==> src/cssc_pkg.sv <==
`timescale 1ns / 1ps
`default_nettype none
// cssc_pkg: shared constants, register indexes and sequencer states
// for the clutch slip sweep controller. no dependencies.

package cssc_pkg;

  // encoder count width on the input channel
  localparam int COUNT_WIDTH = 16;
  // configuration register width
  localparam int CFG_W = 16;
  // width used to clamp a raw count against max_count
  localparam int FOLD_W = (COUNT_WIDTH > CFG_W) ? COUNT_WIDTH : CFG_W;

  localparam int NUM_COUNTS = 3;
  localparam int IDX_W = $clog2(NUM_COUNTS);

  // percentage arithmetic
  localparam int PCT_W = 6;
  localparam int PCT_TOTAL_W = 7;
  localparam logic [PCT_W-1:0] PERCENT_FULL = PCT_W'(50);
  localparam logic [PCT_TOTAL_W-1:0] PERCENT_TOTAL = PCT_TOTAL_W'(100);

  // sweep_position * 50 and the restoring divider over it
  localparam int PROD_W = CFG_W + PCT_W;
  localparam int DIV_CNT_W = $clog2(PROD_W);

  // apb register map, 4 bytes per register
  localparam int NUM_REGS = 8;
  localparam int ADDR_W = $clog2(NUM_REGS) + 2;
  localparam int APB_DATA_W = 32;

  typedef enum logic [$clog2(NUM_REGS)-1:0] {
    REG_TOLERANCE    = 3'd0,
    REG_MAX_COUNT    = 3'd1,
    REG_BIN_AWD_CMP  = 3'd2,
    REG_BIN_RWD_CMP  = 3'd3,
    REG_DYN_AWD_LIM  = 3'd4,
    REG_DYN_RWD_LIM  = 3'd5,
    REG_SWEEP_STEP   = 3'd6,
    REG_SWEEP_DELAY  = 3'd7
  } reg_idx_t;

  // reset values
  localparam logic [CFG_W-1:0] RST_TOLERANCE   = CFG_W'(150);
  localparam logic [CFG_W-1:0] RST_MAX_COUNT   = CFG_W'(4600);
  localparam logic [CFG_W-1:0] RST_BIN_AWD_CMP = CFG_W'(258);
  localparam logic [CFG_W-1:0] RST_BIN_RWD_CMP = CFG_W'(265);
  localparam logic [CFG_W-1:0] RST_DYN_AWD_LIM = CFG_W'(0);
  localparam logic [CFG_W-1:0] RST_DYN_RWD_LIM = CFG_W'(12375);
  localparam logic [CFG_W-1:0] RST_SWEEP_STEP  = CFG_W'(25);
  localparam logic [CFG_W-1:0] RST_SWEEP_DELAY = CFG_W'(1000);
  localparam logic [CFG_W-1:0] RST_SWEEP_POS   = CFG_W'(12375);
  localparam logic [CFG_W-1:0] TICK_MAX        = '1;

  typedef enum logic [2:0] {
    ST_IDLE   = 3'd0,
    ST_FOLD   = 3'd1,
    ST_DIFF   = 3'd2,
    ST_SLIP   = 3'd3,
    ST_MULT   = 3'd4,
    ST_DIV    = 3'd5,
    ST_UPDATE = 3'd6,
    ST_FINISH = 3'd7
  } state_t;

endpackage

`default_nettype wire

==> src/cssc_in_if.sv <==
`timescale 1ns / 1ps
`default_nettype none
// cssc_in_if: valid/ready channel carrying one tick of encoder counts.
// depends on cssc_pkg for the count width.

interface cssc_in_if;
  logic                             valid;
  logic                             ready;
  logic [cssc_pkg::COUNT_WIDTH-1:0] front_left_count;
  logic [cssc_pkg::COUNT_WIDTH-1:0] front_right_count;
  logic [cssc_pkg::COUNT_WIDTH-1:0] rear_count;

  modport source (output valid, front_left_count, front_right_count, rear_count,
                  input ready);
  modport sink (input valid, front_left_count, front_right_count, rear_count,
                output ready);
endinterface

`default_nettype wire

==> src/cssc_out_if.sv <==
`timescale 1ns / 1ps
`default_nettype none
// cssc_out_if: valid/ready channel carrying one controller result per tick.
// depends on cssc_pkg for field widths.

interface cssc_out_if;
  logic                                 valid;
  logic                                 ready;
  logic                                 awd_request;
  logic [cssc_pkg::CFG_W-1:0]           binary_compare;
  logic [cssc_pkg::CFG_W-1:0]           dynamic_compare;
  logic [cssc_pkg::PCT_W-1:0]           awd_percent;
  logic [cssc_pkg::PCT_TOTAL_W-1:0]     rwd_percent;
  logic [cssc_pkg::CFG_W-1:0]           turn_difference;
  logic [cssc_pkg::CFG_W-1:0]           slip_difference;

  modport source (output valid, awd_request, binary_compare, dynamic_compare,
                  awd_percent, rwd_percent, turn_difference, slip_difference,
                  input ready);
  modport sink (input valid, awd_request, binary_compare, dynamic_compare,
                awd_percent, rwd_percent, turn_difference, slip_difference,
                output ready);
endinterface

`default_nettype wire

==> src/clutch_slip_sweep_controller_top.sv <==
`timescale 1ns / 1ps
`default_nettype none
// clutch_slip_sweep_controller_top: clutch slip detection and sweep control.
// depends on cssc_pkg, cssc_in_if and cssc_out_if.
//
// usage:
//   sample  - one beat per control tick: front left, front right and rear
//             encoder counts. taken only while the sequencer is idle.
//   result  - one beat per tick: awd request, binary and dynamic servo
//             compare values, awd/rwd percent split, turn and slip differences.
//   apb     - eight 16 bit registers at byte offsets 0x00..0x1c. the user
//             must write them only while idle; the block does not enforce it.
//             pready is tied high, reads return data.
// sequence:
//   an item runs from its sample beat to its result beat through a fold step per
//   count, the difference and slip steps, a multiply step, the restoring divider
//   (one quotient bit per cycle through one shared subtractor), a sweep update
//   step and a finish step that loads the result register. the next sample is
//   taken the cycle after that load, and not before the last item is through.
// stall:
//   the result register holds its beat until taken; a new sample may be taken
//   meanwhile, and that item waits in its last step if the register is full.
// reset:
//   rst is synchronous; registers go to their documented defaults, the sweep
//   position to the rwd limit, the step counter to zero, no beat pending.

module clutch_slip_sweep_controller_top (
  input  wire                                 clk,
  input  wire                                 rst,
  cssc_in_if.sink                             sample,
  cssc_out_if.source                          result,
  input  wire                                 psel,
  input  wire                                 penable,
  input  wire                                 pwrite,
  input  wire  [cssc_pkg::ADDR_W-1:0]         paddr,
  input  wire  [cssc_pkg::APB_DATA_W-1:0]     pwdata,
  output logic [cssc_pkg::APB_DATA_W-1:0]     prdata,
  output logic                                pready
);

  localparam int CW = cssc_pkg::CFG_W;

  // configuration registers
  logic [CW-1:0] tolerance;
  logic [CW-1:0] max_count;
  logic [CW-1:0] binary_awd_compare;
  logic [CW-1:0] binary_rwd_compare;
  logic [CW-1:0] dynamic_awd_limit;
  logic [CW-1:0] dynamic_rwd_limit;
  logic [CW-1:0] sweep_step;
  logic [CW-1:0] sweep_delay;

  // persistent state
  logic [CW-1:0] sweep_position;
  logic [CW-1:0] tick_since_step;
  logic [CW-1:0] sweep_position_next;
  logic [CW-1:0] tick_since_step_next;

  // sequencer
  cssc_pkg::state_t state;
  cssc_pkg::state_t state_next;
  logic [cssc_pkg::IDX_W-1:0]     fold_idx;
  logic [cssc_pkg::DIV_CNT_W-1:0] div_cnt;

  // per item working registers
  logic [cssc_pkg::COUNT_WIDTH-1:0] raw_count [cssc_pkg::NUM_COUNTS];
  logic [CW-1:0] fold_count [cssc_pkg::NUM_COUNTS];
  logic [CW-1:0] turn;
  logic [CW-1:0] avg;
  logic [CW-1:0] slip;
  logic          awd;
  logic [cssc_pkg::PROD_W-1:0] div_quo;
  logic [CW-1:0]               div_rem;
  logic [cssc_pkg::PCT_W-1:0]  awd_pct;

  // output register
  logic                             out_valid;
  logic                             out_awd;
  logic [CW-1:0]                    out_bin;
  logic [CW-1:0]                    out_dyn;
  logic [cssc_pkg::PCT_W-1:0]       out_awd_pct;
  logic [cssc_pkg::PCT_TOTAL_W-1:0] out_rwd_pct;
  logic [CW-1:0]                    out_turn;
  logic [CW-1:0]                    out_slip;

  // control decoded from the state and the apb bus
  logic sample_ready;
  logic load_out;
  logic cfg_write;
  cssc_pkg::reg_idx_t cfg_idx;

  assign cfg_write = psel && penable && pwrite && pready;
  assign cfg_idx   = cssc_pkg::reg_idx_t'(paddr[cssc_pkg::ADDR_W-1:2]);
  assign pready    = 1'b1;

  // ---------------------------------------------------------------- apb
  always_ff @(posedge clk) begin
    if (rst) begin
      tolerance          <= cssc_pkg::RST_TOLERANCE;
      max_count          <= cssc_pkg::RST_MAX_COUNT;
      binary_awd_compare <= cssc_pkg::RST_BIN_AWD_CMP;
      binary_rwd_compare <= cssc_pkg::RST_BIN_RWD_CMP;
      dynamic_awd_limit  <= cssc_pkg::RST_DYN_AWD_LIM;
      dynamic_rwd_limit  <= cssc_pkg::RST_DYN_RWD_LIM;
      sweep_step         <= cssc_pkg::RST_SWEEP_STEP;
      sweep_delay        <= cssc_pkg::RST_SWEEP_DELAY;
    end else if (cfg_write) begin
      case (cfg_idx)
        cssc_pkg::REG_TOLERANCE:   tolerance          <= pwdata[CW-1:0];
        cssc_pkg::REG_MAX_COUNT:   max_count          <= pwdata[CW-1:0];
        cssc_pkg::REG_BIN_AWD_CMP: binary_awd_compare <= pwdata[CW-1:0];
        cssc_pkg::REG_BIN_RWD_CMP: binary_rwd_compare <= pwdata[CW-1:0];
        cssc_pkg::REG_DYN_AWD_LIM: dynamic_awd_limit  <= pwdata[CW-1:0];
        cssc_pkg::REG_DYN_RWD_LIM: dynamic_rwd_limit  <= pwdata[CW-1:0];
        cssc_pkg::REG_SWEEP_STEP:  sweep_step         <= pwdata[CW-1:0];
        cssc_pkg::REG_SWEEP_DELAY: sweep_delay        <= pwdata[CW-1:0];
        default: ;
      endcase
    end
  end

  always_comb begin
    case (cfg_idx)
      cssc_pkg::REG_TOLERANCE:   prdata = cssc_pkg::APB_DATA_W'(tolerance);
      cssc_pkg::REG_MAX_COUNT:   prdata = cssc_pkg::APB_DATA_W'(max_count);
      cssc_pkg::REG_BIN_AWD_CMP: prdata = cssc_pkg::APB_DATA_W'(binary_awd_compare);
      cssc_pkg::REG_BIN_RWD_CMP: prdata = cssc_pkg::APB_DATA_W'(binary_rwd_compare);
      cssc_pkg::REG_DYN_AWD_LIM: prdata = cssc_pkg::APB_DATA_W'(dynamic_awd_limit);
      cssc_pkg::REG_DYN_RWD_LIM: prdata = cssc_pkg::APB_DATA_W'(dynamic_rwd_limit);
      cssc_pkg::REG_SWEEP_STEP:  prdata = cssc_pkg::APB_DATA_W'(sweep_step);
      cssc_pkg::REG_SWEEP_DELAY: prdata = cssc_pkg::APB_DATA_W'(sweep_delay);
      default:                   prdata = '0;
    endcase
  end

  // ---------------------------------------------------------- sequencer
  always_ff @(posedge clk) begin
    if (rst) begin
      state <= cssc_pkg::ST_IDLE;
    end else begin
      state <= state_next;
    end
  end

  always_comb begin
    state_next = state;
    case (state)
      cssc_pkg::ST_IDLE: begin
        if (sample.valid) state_next = cssc_pkg::ST_FOLD;
      end
      cssc_pkg::ST_FOLD: begin
        if (fold_idx == cssc_pkg::IDX_W'(cssc_pkg::NUM_COUNTS - 1)) begin
          state_next = cssc_pkg::ST_DIFF;
        end
      end
      cssc_pkg::ST_DIFF: state_next = cssc_pkg::ST_SLIP;
      cssc_pkg::ST_SLIP: state_next = cssc_pkg::ST_MULT;
      cssc_pkg::ST_MULT: state_next = cssc_pkg::ST_DIV;
      cssc_pkg::ST_DIV: begin
        if (div_cnt == cssc_pkg::DIV_CNT_W'(cssc_pkg::PROD_W - 1)) begin
          state_next = cssc_pkg::ST_UPDATE;
        end
      end
      cssc_pkg::ST_UPDATE: state_next = cssc_pkg::ST_FINISH;
      cssc_pkg::ST_FINISH: begin
        if (!out_valid || result.ready) state_next = cssc_pkg::ST_IDLE;
      end
      default: state_next = cssc_pkg::ST_IDLE;
    endcase
  end

  always_comb begin
    sample_ready = 1'b0;
    load_out     = 1'b0;
    case (state)
      cssc_pkg::ST_IDLE:   sample_ready = 1'b1;
      cssc_pkg::ST_FINISH: load_out     = !out_valid || result.ready;
      default: ;
    endcase
  end

  assign sample.ready = sample_ready;

  // ---------------------------------------------------------- fold unit
  logic [cssc_pkg::FOLD_W-1:0] raw_ext;
  logic [cssc_pkg::FOLD_W-1:0] max_ext;
  logic [CW-1:0]               clamped;
  logic [CW-1:0]               rest;
  logic [CW-1:0]               folded;

  always_comb begin
    raw_ext = cssc_pkg::FOLD_W'(raw_count[fold_idx]);
    max_ext = cssc_pkg::FOLD_W'(max_count);
    clamped = (raw_ext > max_ext) ? max_count : raw_ext[CW-1:0];
    rest    = max_count - clamped;
    folded  = (rest < clamped) ? rest : clamped;
  end

  // ---------------------------------------------------- difference logic
  logic [CW-1:0] fl_f;
  logic [CW-1:0] fr_f;
  logic [CW-1:0] rr_f;
  logic [CW:0]   front_sum;

  assign fl_f      = fold_count[0];
  assign fr_f      = fold_count[1];
  assign rr_f      = fold_count[2];
  assign front_sum = {1'b0, fl_f} + {1'b0, fr_f};

  // ------------------------------------------- shared divider subtractor
  logic [CW:0]   rem_shift;
  logic [CW+1:0] sub_res;
  logic          sub_borrow;

  assign rem_shift  = {div_rem, div_quo[cssc_pkg::PROD_W-1]};
  assign sub_res    = {1'b0, rem_shift} - {2'b00, dynamic_rwd_limit};
  assign sub_borrow = sub_res[CW+1];

  // ------------------------------------------------------ sweep update
  logic [CW-1:0]              awd_room;
  logic [CW-1:0]              rwd_room;
  logic                       step_ready;
  logic [cssc_pkg::PCT_W-1:0] quo_sat;

  always_comb begin
    step_ready           = tick_since_step >= sweep_delay;
    awd_room             = sweep_position - dynamic_awd_limit;
    rwd_room             = dynamic_rwd_limit - sweep_position;
    sweep_position_next  = sweep_position;
    tick_since_step_next = tick_since_step;
    if (awd) begin
      if (sweep_position > dynamic_awd_limit && step_ready) begin
        sweep_position_next  = (sweep_step >= awd_room) ? dynamic_awd_limit
                                                         : sweep_position - sweep_step;
        tick_since_step_next = '0;
      end
    end else begin
      if (sweep_position < dynamic_rwd_limit && step_ready) begin
        sweep_position_next  = (sweep_step >= rwd_room) ? dynamic_rwd_limit
                                                         : sweep_position + sweep_step;
        tick_since_step_next = '0;
      end
    end
    if (tick_since_step_next != cssc_pkg::TICK_MAX) begin
      tick_since_step_next = tick_since_step_next + CW'(1);
    end
    // quotient above full scale, including a zero divisor, saturates
    quo_sat = (div_quo > cssc_pkg::PROD_W'(cssc_pkg::PERCENT_FULL))
              ? cssc_pkg::PERCENT_FULL : div_quo[cssc_pkg::PCT_W-1:0];
  end

  always_ff @(posedge clk) begin
    if (rst) begin
      sweep_position  <= cssc_pkg::RST_SWEEP_POS;
      tick_since_step <= '0;
    end else if (state == cssc_pkg::ST_UPDATE) begin
      sweep_position  <= sweep_position_next;
      tick_since_step <= tick_since_step_next;
    end
  end

  // ------------------------------------------------------------ datapath
  always_ff @(posedge clk) begin
    if (rst) begin
      fold_idx <= '0;
      div_cnt  <= '0;
    end else begin
      case (state)
        cssc_pkg::ST_IDLE: begin
          fold_idx <= '0;
          div_cnt  <= '0;
        end
        cssc_pkg::ST_FOLD: fold_idx <= fold_idx + cssc_pkg::IDX_W'(1);
        cssc_pkg::ST_DIV:  div_cnt  <= div_cnt + cssc_pkg::DIV_CNT_W'(1);
        default: ;
      endcase
    end
  end

  always_ff @(posedge clk) begin
    case (state)
      cssc_pkg::ST_IDLE: begin
        raw_count[0] <= sample.front_left_count;
        raw_count[1] <= sample.front_right_count;
        raw_count[2] <= sample.rear_count;
      end
      cssc_pkg::ST_FOLD: fold_count[fold_idx] <= folded;
      cssc_pkg::ST_DIFF: begin
        turn <= (fr_f >= fl_f) ? fr_f - fl_f : fl_f - fr_f;
        avg  <= front_sum[CW:1];
      end
      cssc_pkg::ST_SLIP: begin
        slip <= (rr_f >= avg) ? rr_f - avg : avg - rr_f;
        awd  <= (turn > tolerance) ||
                (((rr_f >= avg) ? rr_f - avg : avg - rr_f) > tolerance && rr_f > avg);
      end
      cssc_pkg::ST_MULT: begin
        div_quo <= cssc_pkg::PROD_W'(sweep_position) *
                   cssc_pkg::PROD_W'(cssc_pkg::PERCENT_FULL);
        div_rem <= '0;
      end
      cssc_pkg::ST_DIV: begin
        // restoring division, one quotient bit per cycle
        div_quo <= {div_quo[cssc_pkg::PROD_W-2:0], !sub_borrow};
        div_rem <= sub_borrow ? rem_shift[CW-1:0] : sub_res[CW-1:0];
      end
      cssc_pkg::ST_UPDATE: awd_pct <= cssc_pkg::PERCENT_FULL - quo_sat;
      default: ;
    endcase
  end

  // ------------------------------------------------------ result register
  always_ff @(posedge clk) begin
    if (rst) begin
      out_valid <= 1'b0;
    end else if (load_out) begin
      out_valid <= 1'b1;
    end else if (result.ready) begin
      out_valid <= 1'b0;
    end
  end

  always_ff @(posedge clk) begin
    if (load_out) begin
      out_awd     <= awd;
      out_bin     <= awd ? binary_awd_compare : binary_rwd_compare;
      out_dyn     <= sweep_position;
      out_awd_pct <= awd_pct;
      out_rwd_pct <= cssc_pkg::PERCENT_TOTAL - cssc_pkg::PCT_TOTAL_W'(awd_pct);
      out_turn    <= turn;
      out_slip    <= slip;
    end
  end

  assign result.valid           = out_valid;
  assign result.awd_request     = out_awd;
  assign result.binary_compare  = out_bin;
  assign result.dynamic_compare = out_dyn;
  assign result.awd_percent     = out_awd_pct;
  assign result.rwd_percent     = out_rwd_pct;
  assign result.turn_difference = out_turn;
  assign result.slip_difference = out_slip;

  // ---------------------------------------------------------- assertions
  a_sample_starts_fold: assert property (@(posedge clk) disable iff (rst)
    (sample.valid && sample.ready) |=> state == cssc_pkg::ST_FOLD)
    else $error("sample beat did not start the fold step");

  a_result_from_finish: assert property (@(posedge clk) disable iff (rst)
    $rose(out_valid) |-> $past(state == cssc_pkg::ST_FINISH))
    else $error("result beat raised outside the finish step");

  a_percent_split: assert property (@(posedge clk) disable iff (rst)
    out_valid |-> (out_awd_pct <= cssc_pkg::PERCENT_FULL &&
                   cssc_pkg::PCT_TOTAL_W'(out_awd_pct) + out_rwd_pct ==
                   cssc_pkg::PERCENT_TOTAL))
    else $error("awd and rwd percent do not split 100");

  a_tick_after_update: assert property (@(posedge clk) disable iff (rst)
    $past(state == cssc_pkg::ST_UPDATE) |-> tick_since_step != '0)
    else $error("step counter zero after a sweep update");

endmodule

`default_nettype wire

==> src/flat_wrapper.sv <==
// flat-port wrapper written by rule: the top's interface ports become plain ports
module clutch_slip_sweep_controller_top_flat 
  (clk, rst, psel, penable, pwrite, paddr, pwdata, prdata, pready, sample_valid, sample_front_left_count, sample_front_right_count, sample_rear_count, sample_ready, result_valid, result_awd_request, result_binary_compare, result_dynamic_compare, result_awd_percent, result_rwd_percent, result_turn_difference, result_slip_difference, result_ready);
  cssc_in_if sample_i ();
  cssc_out_if result_i ();
  input  wire clk;
  input  wire rst;
  input  wire psel;
  input  wire penable;
  input  wire pwrite;
  input  wire  [cssc_pkg::ADDR_W-1:0] paddr;
  input  wire  [cssc_pkg::APB_DATA_W-1:0] pwdata;
  output logic [cssc_pkg::APB_DATA_W-1:0] prdata;
  output logic pready;
  input wire logic [$bits(sample_i.valid)-1:0] sample_valid;
  input wire logic [$bits(sample_i.front_left_count)-1:0] sample_front_left_count;
  input wire logic [$bits(sample_i.front_right_count)-1:0] sample_front_right_count;
  input wire logic [$bits(sample_i.rear_count)-1:0] sample_rear_count;
  output wire logic [$bits(sample_i.ready)-1:0] sample_ready;
  output wire logic [$bits(result_i.valid)-1:0] result_valid;
  output wire logic [$bits(result_i.awd_request)-1:0] result_awd_request;
  output wire logic [$bits(result_i.binary_compare)-1:0] result_binary_compare;
  output wire logic [$bits(result_i.dynamic_compare)-1:0] result_dynamic_compare;
  output wire logic [$bits(result_i.awd_percent)-1:0] result_awd_percent;
  output wire logic [$bits(result_i.rwd_percent)-1:0] result_rwd_percent;
  output wire logic [$bits(result_i.turn_difference)-1:0] result_turn_difference;
  output wire logic [$bits(result_i.slip_difference)-1:0] result_slip_difference;
  input wire logic [$bits(result_i.ready)-1:0] result_ready;
  assign sample_i.valid = sample_valid;
  assign sample_i.front_left_count = sample_front_left_count;
  assign sample_i.front_right_count = sample_front_right_count;
  assign sample_i.rear_count = sample_rear_count;
  assign sample_ready = sample_i.ready;
  assign result_valid = result_i.valid;
  assign result_awd_request = result_i.awd_request;
  assign result_binary_compare = result_i.binary_compare;
  assign result_dynamic_compare = result_i.dynamic_compare;
  assign result_awd_percent = result_i.awd_percent;
  assign result_rwd_percent = result_i.rwd_percent;
  assign result_turn_difference = result_i.turn_difference;
  assign result_slip_difference = result_i.slip_difference;
  assign result_i.ready = result_ready;
  clutch_slip_sweep_controller_top u_core (.clk(clk), .rst(rst), .sample(sample_i), .result(result_i), .psel(psel), .penable(penable), .pwrite(pwrite), .paddr(paddr), .pwdata(pwdata), .prdata(prdata), .pready(pready));
endmodule
==> config.mk <==
export PLATFORM = sky130hd
export DESIGN_NAME = clutch_slip_sweep_controller_top_flat
export DESIGN_NICKNAME = d
export VERILOG_FILES = /design/src/cssc_pkg.sv /design/src/cssc_in_if.sv /design/src/cssc_out_if.sv /design/src/clutch_slip_sweep_controller_top.sv /design/src/flat_wrapper.sv
export SDC_FILE = /design/constraint.sdc
export NUM_CORES = 1
export LEC_CHECK = 0
export ABC_AREA = 1
export BUFFER_PORTS_ARGS = -buffer_cell sky130_fd_sc_hd__buf_2
export CORE_UTILIZATION = 40
export CTS_CLUSTER_SIZE = 10
export DETAILED_ROUTE_END_ITERATION = 6
export HOLD_SLACK_MARGIN = 0.12
export SLEW_MARGIN = 20
export SYNTH_ARGS = -nofsm -noshare
export SYNTH_HDL_FRONTEND = slang
export SYNTH_SLANG_ARGS = --single-unit
==> constraint.sdc <==
create_clock -name clk -period 8.5 [get_ports clk]
set_input_delay 0.425 -clock clk [delete_from_list [all_inputs] [get_ports clk]]
set_output_delay 0.425 -clock clk [all_outputs]
set_load 0.01 [all_outputs]
# --- After elaboration in Yosys (flattened, before gate mapping) ---
# Memories as Yosys holds them, arrays and structs flattened. A register that Yosys moved wholly into a read port is not among the register bits.
# Cells that the tools add are included.
word_totals:
  reg_bits: 342
  ram_bits: 96
  input_bits: 92
  out_inout_bits: 113
  elab_cells: 143
  mem_count: 2
classes:
  addsub: 16
  multipliers: 1
  order_cmp: 13
  n_eq_ne: 22
  n_mux: 35
  n_reduce_logical: 26
memory_table:
  columns: ["memory", "depth", "width", "read_ports", "rd_ports_with_merged_regs", "write_ports", "line_no", "source"]
  rows:
  - ["u_core.fold_count", 3, 16, 3, 0, 1, "clutch_slip_sweep_controller_top.sv:67", "logic [CW-1:0] fold_count [cssc_pkg::NUM_COUNTS];"]
  - ["u_core.raw_count", 3, 16, 1, 1, 3, "clutch_slip_sweep_controller_top.sv:66", "logic [cssc_pkg::COUNT_WIDTH-1:0] raw_count [cssc_pkg::NUM_COUNTS];"]
ops:
  columns: ["op", "n"]
  rows:
  - ["32-bit one-hot mux with 8 select lines", 1]
  - ["16-bit two-way mux", 15]
  - ["16-bit subtractor", 8]
  - ["16-bit greater-or-equal comparator", 5]
  - ["16-bit greater-than comparator", 5]
  - ["22-bit one-hot mux with 2 select lines", 1]
  - ["16-bit < comparator", 2]
  - ["16-bit one-hot mux with 2 select lines", 1]
  - ["3-bit equality test, second input constant", 8]
  - ["3-bit one-hot mux with 8 select lines", 1]
  - ["22-bit by 6-bit greater-than comparator with 1-bit output, second input constant", 1]
  - ["16-bit by 5-bit multiplier with 21-bit output, second input constant", 1]
  - ["17-bit by 16-bit subtractor with 18-bit output", 1]
  - ["16-bit by 16-bit adder with 17-bit output", 1]
  - ["16-bit by 1-bit adder with 16-bit output, second input constant", 1]
  - ["16-bit adder", 1]
  - ["16-bit != test, second input constant", 1]
  - ["2-bit AND reduction", 8]
  - ["3-bit by 2-bit equality test with 1-bit output, second input constant", 4]
  - ["3-bit two-way mux", 4]
  - ["5-bit one-hot mux with 2 select lines", 1]
  - ["2-bit nonzero test", 5]
  - ["1-bit two-way mux", 7]
  - ["7-bit by 6-bit subtractor with 7-bit output, first input constant", 1]
  - ["17 further kinds", 29]

# --- Logic depth before layout (Yosys ltp) ---
# Gate-level depths: netlist (run 1).
depth:
  ltp_word: 6
  ltp_mapped: 42
  depth_no_buf: 39

# --- Worst setup path before layout (run 1) ---
# Ideal clock, no wire load.
synth_timing:
  path_kind: "reg-to-reg"
  startpoint: "register (tool-made name)"
  endpoint: "memory u_core.fold_count[0][10] (netlist name), data pin"
  setup_ps: 140
  arrival_ps: 4913
  t_required_ps: 8360
  setup_slack_ps: 3447
  stages_incl_launch_ff: 35
  n_path_buf: 5
  synth_period_minus_slack_ps: 5053
  path_cell_list: "dfxtp_1 inv_2 buf_2 buf_1 nor2_1 a21oi_1 ha_1 nand2_1 nor2_1 nor2_1 nand2_1 nand2_1 nand2_1 nand2_2 inv_1 clkbuf_1 o21ai_0 ha_1 inv_1 nor2_1 nand3_1 nand3_2 a21oi_1 o21ai_0 nand2_1 nand2_1 ha_1 a21oi_1 nor2_1 a211oi_1 o221a_2 buf_2 clkbuf_1 nand3_1 nand2_1"
synth_lines:
  columns: ["item", "line_no"]
  rows:
  - ["end, declared", "clutch_slip_sweep_controller_top.sv:67"]

==> results of run 1 <==
-- metrics by stage --
| step | instances | setup slack (ps) | util, % | total power [mW] | instance area (µm²) |
|---|---|---|---|---|---|
| floorplan | 3479 | 3450 | - | 7.30 | 29300 |
| finish | 4644 | 1870 | 46.0 | 10.7 | 33000 |
| global route | 4643 | 1320 | 46.0 | 11.6 | 33000 |
| detailed placement | 4496 | 1940 | 43.1 | 8.58 | 30900 |
| global placement | 4496 | 2020 | 43.1 | 8.49 | 30900 |
| CTS | 4640 | 1890 | 46.0 | 10.8 | 33000 |
-- sequential cells by signal, indices dropped and copies added, names as in the netlist, 6 cells and up, named ones only --
name / flops
u_core.dynamic_awd_limit: 16
u_core.fold_count: 48
u_core.result.slip_difference: 16
u_core.max_count: 16
u_core.sweep_delay: 16
u_core.sweep_position: 16
u_core.binary_awd_compare: 16
u_core.avg: 16
u_core.sweep_step: 16
u_core.div_quo: 22
u_core.tolerance: 16
u_core.awd_pct: 6
u_core.div_rem: 16
u_core.raw_count: 48
u_core.result.dynamic_compare: 16
u_core.result.rwd_percent: 7
u_core.tick_since_step: 16
u_core.result.turn_difference: 16
u_core.dynamic_rwd_limit: 16
u_core.result.binary_compare: 16
u_core.binary_rwd_compare: 16
u_core.slip: 16
u_core.turn: 16
-- cells by family after synthesis --
logic type                 Yosys count
AOI/OAI and AO/OA                  928
and+or+nand+nor                    937
muxes                                8
buffers and inverters              652
DFF                                439
other                                2
adders and majority gates          364
xor gates and xnor gates           134
-- path summary, 6_finish.rpt --
kind                                startpoint                               end  slack [ps]  depth (start not counted)
worst min-delay path              result_ready               u_core.result.valid         170                          4
worst min register to register  u_core.slip[7]  u_core.result.slip_difference[7]         400                          0
worst max register to register            flop          u_core.fold_count[1][15]        1870                         30
worst max-delay path                      flop          u_core.fold_count[1][15]        1870                         30
-- placed cells by master, fill, tap and decap left out, types with 110 or more instances in the layout --
master / netlist / layout
inv_1: 509 / 507
nand2_1: 493 / 493
a21oi_1: 397 / 396
ha_1: 343 / 343
o21ai_0: 310 / 310
edfxtp_1: 266 / 266
nor2_1: 213 / 209
dfxtp_1: 173 / 173
buf_2: 13 / 169
nand3_1: 110 / 110
-- per-layer routing --
layer | routed length [µm] | vias to the layer above | GRT usage (%) | part of all wire (%)
li1 | - | 12200 | - | -
met1 | 38200 | 11300 | 29.9 | 45
met2 | 40200 | 641 | 38.9 | 47
met3 | 4410 | 159 | 3.03 | 5.1
met4 | 2860 | 2 | 7.94 | 3.3
met5 | 16 | - | 0 | 0.019
-- power by group through the flow --
| stage | clock [mW] | sequential, mW | combinational, mW |
|---|---|---|---|
| final | 2.14 | 3.30 | 5.26 |
| after global routing | 2.27 | 3.34 | 6.00 |
| after CTS | 2.18 | 3.31 | 5.27 |
| after detailed placement | 0 | 3.35 | 5.23 |
| after global placement | 0 | 3.34 | 5.15 |
| after floorplan | 0 | 3.27 | 4.03 |
-- Yosys cell counts, drive strengths merged (2+ instances only) --
master | n | area, µm²
xnor2 | 33 | 289
nor2 | 222 | 871
clkinv | 7 | 26.3
a221oi | 38 | 333
o2111ai | 6 | 52.6
o21a | 7 | 52.6
conb | 2 | 7.51
nor4 | 12 | 75.1
clkbuf | 81 | 304
nand4 | 26 | 169
o31ai | 7 | 52.6
xor2 | 101 | 885
inv | 524 | 1970
o21ai | 324 | 1640
o21bai | 17 | 128
ha | 343 | 4290
or2 | 11 | 68.8
fa | 21 | 420
a31oi | 8 | 50.1
o22ai | 19 | 119
nand3b | 5 | 37.5
a21o | 11 | 82.6
edfxtp | 266 | 7990
a22oi | 3 | 22.5
a211oi | 14 | 105
o221ai | 5 | 43.8
nand2 | 506 | 1950
buf | 40 | 260
mux2i | 8 | 80.1
nand3 | 116 | 618
a311oi | 3 | 26.3
a21boi | 8 | 63.8
dfxtp | 173 | 3460
nor3 | 35 | 180
o211ai | 56 | 425
and2 | 3 | 18.8
a21oi | 398 | 2000
-- critical path, delay by kind of cell, from the launching register on --
kind,cells,cell delay [ps]
compound gates,9,2430
flops,1,700
buf+inv,3,760
fa+ha+maj,3,960
simple gates,15,1490
-- cell type report --
class | count | share of cell area [%]
Antenna cell | 4 | 0.0303
Multi-Input combinational cell | 2388 | 46.4
Tap cell | 950 | 3.60
Sequential cell | 439 | 34.7
Clock inverter | 7 | 0.144
Timing Repair Buffer | 236 | 4.45
Clock buffer | 89 | 4.70
Inverter | 531 | 6.05
==> impl_metrics.env, run 1 <==
export IMPL_cts_root_buf="clkbuf_16"
export IMPL_syn_to_final_growth_pct=13.0
export IMPL_register_area_mm2=0.0115
export IMPL_yosys_warnings=0
export IMPL_synthMuxAreaShare_pct=0.274
export IMPL_timing_final_hold_violations=0
export IMPL_die_area_mm2=0.0742
export IMPL_hp_class="in2reg"
export IMPL_slowest_stage="dfxtp_1"
export IMPL_yosys_area_share_adder_pct=16.1
export IMPL_p_per_area_mw_per_mm2=324
export IMPL_holdBufCountCts=48
export IMPL_cp_max_fo=25
export IMPL_cts_tree="built"
export IMPL_num_io_pins=205
export IMPL_cts_buffers=53
export IMPL_maxCapViolations=0
export IMPL_path_common_cell="nand2_1"
export IMPL_period_share_pct=78.0
export IMPL_multi_input_area_mm2=0.0153
export IMPL_p_comb_share_pct=49.2
export IMPL_p_switching_mw=4.60
export IMPL_critPathMaxStageDelay_ps=700
export IMPL_max_slew_margin_pct=29.4
export IMPL_synth_top_family_by_area="compound AO/OA/AOI/OAI gates"
export IMPL_synthCells=3464
export IMPL_nets=4105
export IMPL_pwr_share_seq_pct=30.8
export IMPL_p_clk_share_pct=20.0
export IMPL_routed_via_density=5.23
export IMPL_slew_viol_final=0
export IMPL_start_util_pct=40.7
export IMPL_drc=0
export IMPL_insertion_delay_ps=610
export IMPL_synth_edf_count=266
export IMPL_via_count=24300
export IMPL_status="finished clean"
export IMPL_grt_first_pass_wirelength_um=133000
export IMPL_yosysUniqueCellTypes=63
export IMPL_p_int_mw=6.10
export IMPL_die_w_um=272
export IMPL_synth_xor_area_share_pct=4.02
export IMPL_finalSetupViolations=0
export IMPL_crit_path_end_kind="flop"
export IMPL_rows=98
export IMPL_p_leak_nw=14.8
export IMPL_wl_um=85700
export IMPL_num_fill_cells=7086
export IMPL_syn_avg_cell_area_um2=8.44
export IMPL_finalCriticalPeriod_ps=6630
export IMPL_synthFlopType="edfxtp_1"
export IMPL_drtPass1Iterations=6
export IMPL_cts_resized=0
export IMPL_grt_pass1_vias=23600
export IMPL_hold_worst_slack_ps=169
export IMPL_ys_ff_latch=439
export IMPL_yosys_area_share_simple_pct=13.7
export IMPL_clkSinkCount=439
export IMPL_antenna_found_initial=8
export IMPL_skew_ps=30.4
export IMPL_die_h_um=272
export IMPL_hpwl_um=65300
export IMPL_grt_max_degree=75
export IMPL_ant_nets=0
export IMPL_cp_start_kind="flop"
export IMPL_cp_data_arrival_time_ps=6960
export IMPL_seq_area_frac_synth_pct=39.2
export IMPL_cts_setup_buffers=0
export IMPL_fmax_mhz=151
export IMPL_switching_share_pct=43.0
export IMPL_rsz0062_at_grt="no"
export IMPL_clk_pin_slew_ps=60
export IMPL_portBuffers=169
export IMPL_coreArea_mm2=0.0719
export IMPL_irDropWorstVdd_uv=399
export IMPL_finalSetupTns_ps=0
export IMPL_worst_pin_slew_ps=1060
export IMPL_async_reset_ff_share_pct=0
export IMPL_htreeDepth=2
export IMPL_grtUsageTotal_pct=23.0
export IMPL_grt_ovfl_total=0
export IMPL_drive_above_1_share_pct=8.86
export IMPL_netlist_area_mm2=0.0292
export IMPL_gp_congestion=0.961
export IMPL_drt_iter0_drc=1891
export IMPL_clockBufferDepth=3
export IMPL_synth_compound_area_share_pct=17.9
export IMPL_crit_required_ps=8830
export IMPL_path_class="reg2reg"
export IMPL_wl_per_cell_um=18.4
Note: power is estimated with default switching activity, not from simulation.
==> run 2: changes to the inputs <==
clock period = 5.6 ns   (was 8.5 ns; I/O delays follow)
==> run 2 against run 1 <==
  * Critical path depth rose by 4
  * Global-route usage is 0.11 points higher
  * Clock power grew 60%
==> impl_metrics.env, run 2 (same netlist as run 1, synthesis figures left out) <==
export IMPL_status="finished clean"
export IMPL_cts_root_buf="clkbuf_16"
export IMPL_p_int_mw=9.68
export IMPL_clockBufferDepth=3
export IMPL_rows=98
export IMPL_wl_per_cell_um=18.5
export IMPL_htreeDepth=2
export IMPL_p_switching_mw=7.21
export IMPL_p_leak_nw=15.1
export IMPL_via_count=24500
export IMPL_coreArea_mm2=0.0719
export IMPL_cts_tree="built"
export IMPL_finalSetupViolations=0
export IMPL_final_cell_mix="506 x inv_1, 493 x nand2_1, 394 x a21oi_1"
export IMPL_slew_viol_final=0
export IMPL_clkSinkCount=439
export IMPL_p_clk_share_pct=20.3
export IMPL_drt_iter0_drc=1863
export IMPL_nets=4161
export IMPL_r2r_end="u_core.fold_count[1][14]"
export IMPL_die_h_um=272
export IMPL_num_fill_cells=7057
export IMPL_rrSetupSlack_ps=470
export IMPL_path_class="reg2reg"
export IMPL_drc=0
export IMPL_clk_pin_slew_ps=50
export IMPL_crit_required_ps=6060
export IMPL_fmax_mhz=195
export IMPL_worst_pin_slew_ps=1040
export IMPL_dp_cells=4533
export IMPL_whs_endpoint="u_core.state[2]"
export IMPL_reg_largest_list="u_core.fold_count: 48 flops, u_core.raw_count: 48 flops, u_core.div_quo: 22 flops"
export IMPL_wl_um=87100
export IMPL_syn_to_final_growth_pct=15.1
export IMPL_grt_first_pass_wirelength_um=133000
export IMPL_gp_congestion=0.955
export IMPL_cp_max_fo=16
export IMPL_mostFrequentLayoutCell="inv_1"
export IMPL_grt_ovfl_total=0
export IMPL_fin_util_pct=46.8
export IMPL_rsz0062_at_grt="no"
export IMPL_drive_above_1_share_pct=10.0
export IMPL_antenna_found_initial=2
export IMPL_cp_data_arrival_time_ps=5590
export IMPL_path_common_cell="nand2_1"
export IMPL_start_util_pct=40.7
export IMPL_switching_share_pct=42.7
export IMPL_cts_buffers=54
export IMPL_p_comb_share_pct=50.0
export IMPL_ff2ff_path_depth=34
export IMPL_whs_path_depth=4
export IMPL_irDropWorstVdd_uv=786
export IMPL_maxCapViolations=0
export IMPL_power_mw=16.9
export IMPL_skew_ps=30.9
export IMPL_p_per_area_mw_per_mm2=502
export IMPL_hp_start="sample_valid"
export IMPL_crit_path_end_kind="flop"
export IMPL_insertion_delay_ps=620
export IMPL_max_slew_margin_pct=30.6
export IMPL_hp_class="in2reg"
export IMPL_timing_final_hold_violations=0
export IMPL_ant_nets=0
export IMPL_critPathMaxStageDelay_ps=340
export IMPL_grt_pass1_vias=23800
export IMPL_drtPass1Iterations=5
export IMPL_cp_start_kind="flop"
export IMPL_period_share_pct=91.6
export IMPL_pwr_share_seq_pct=29.7
export IMPL_slowest_stage="dfxtp_1"
export IMPL_finalCriticalPeriod_ps=5130
export IMPL_die_w_um=272
export IMPL_num_io_pins=205
export IMPL_grt_max_degree=69
export IMPL_die_area_mm2=0.0742
export IMPL_finalSetupTns_ps=0
export IMPL_grtUsageTotal_pct=23.1
export IMPL_portBuffers=169
export IMPL_routed_via_density=5.21
export IMPL_hpwl_um=67000
export IMPL_final_cells=4701
## run 2: changes by cell type in the layout (fill, tap and decap cells not counted), sizes merged
| cell | delta |
|---|---|
| buf | +38 |
| bufinv | +2 |
| clkbuf | +1 |
| clkinv | +1 |
| clkinvlp | -1 |
| diode | -1 |
| dlygate4sd3 | +17 |
## run 2: routing by layer
metal,share of wire (%),vias up,GRT usage (%),wire (µm)
met5,0,-,0,0
met3,4.7,121,2.49,4130
li1,-,12300,-,-
met1,45,11500,30.4,39400
met2,47,641,39.6,41000
met4,2.9,0,7.04,2550
## run 2: area by class of cell
class	count	area [µm²]	share of cell area, %
inverter	531	2000	5.94
timing repair buffer	291	1940	5.76
multi-input combinational	2388	15300	45.6
tap	950	1190	3.53
antenna	3	7.51	0.0223
sequential	439	11500	34.0
clock buffer	90	1600	4.76
clock inverter	9	120	0.357
## run 2: worst max path at each step
stage               slack (ps)                       end  start  cells past startpoint
finish                     470  u_core.fold_count[1][14]   flop                     34
global route                10  u_core.fold_count[0][15]   flop                     34
CTS                        360  u_core.fold_count[0][15]   flop                     31
detailed placement         380  u_core.fold_count[0][15]   flop                     31
global placement           430  u_core.fold_count[0][15]   flop                     31
floorplan                  550  u_core.fold_count[0][10]   flop                     34
## run 2: through the flow
step           setup WS [ps]  instance area (µm²)  hold WS (ps)
5_1_grt                 12.7                33600           239
2_1_floorplan            547                29300           379
4_1_cts                  362                33600           151
3_3_place_gp             432                31200           402
3_5_place_dp             378                31200           405
6_report                 468                33600           200
## run 2: critical path: cells and delay by family (launching register included)
family / cells / cell delay [ps]
simple gates: 17 / 1560
buf+inv: 5 / 630
compound gates: 7 / 1380
fa+ha+maj: 4 / 850
xor+xnor: 1 / 220
flops: 1 / 340
## run 2: power groups by stage
stage	sequential (mW)	clock [mW]	combinational, mW
6_report	5.01	3.43	8.45
5_1_grt	5.06	3.61	9.60
4_1_cts	5.01	3.49	8.33
3_5_place_dp	5.07	0	8.25
3_3_place_gp	5.07	0	8.13
2_1_floorplan	4.96	0	6.12
## run 2: timing repair
item                                    4_1_cts  5_1_grt
resized for setup                             0       10
setup buffers                                 0        1
hold buffers                                 65        0
endpoints found under the setup margin        0       51
endpoints found under the hold margin       153        0
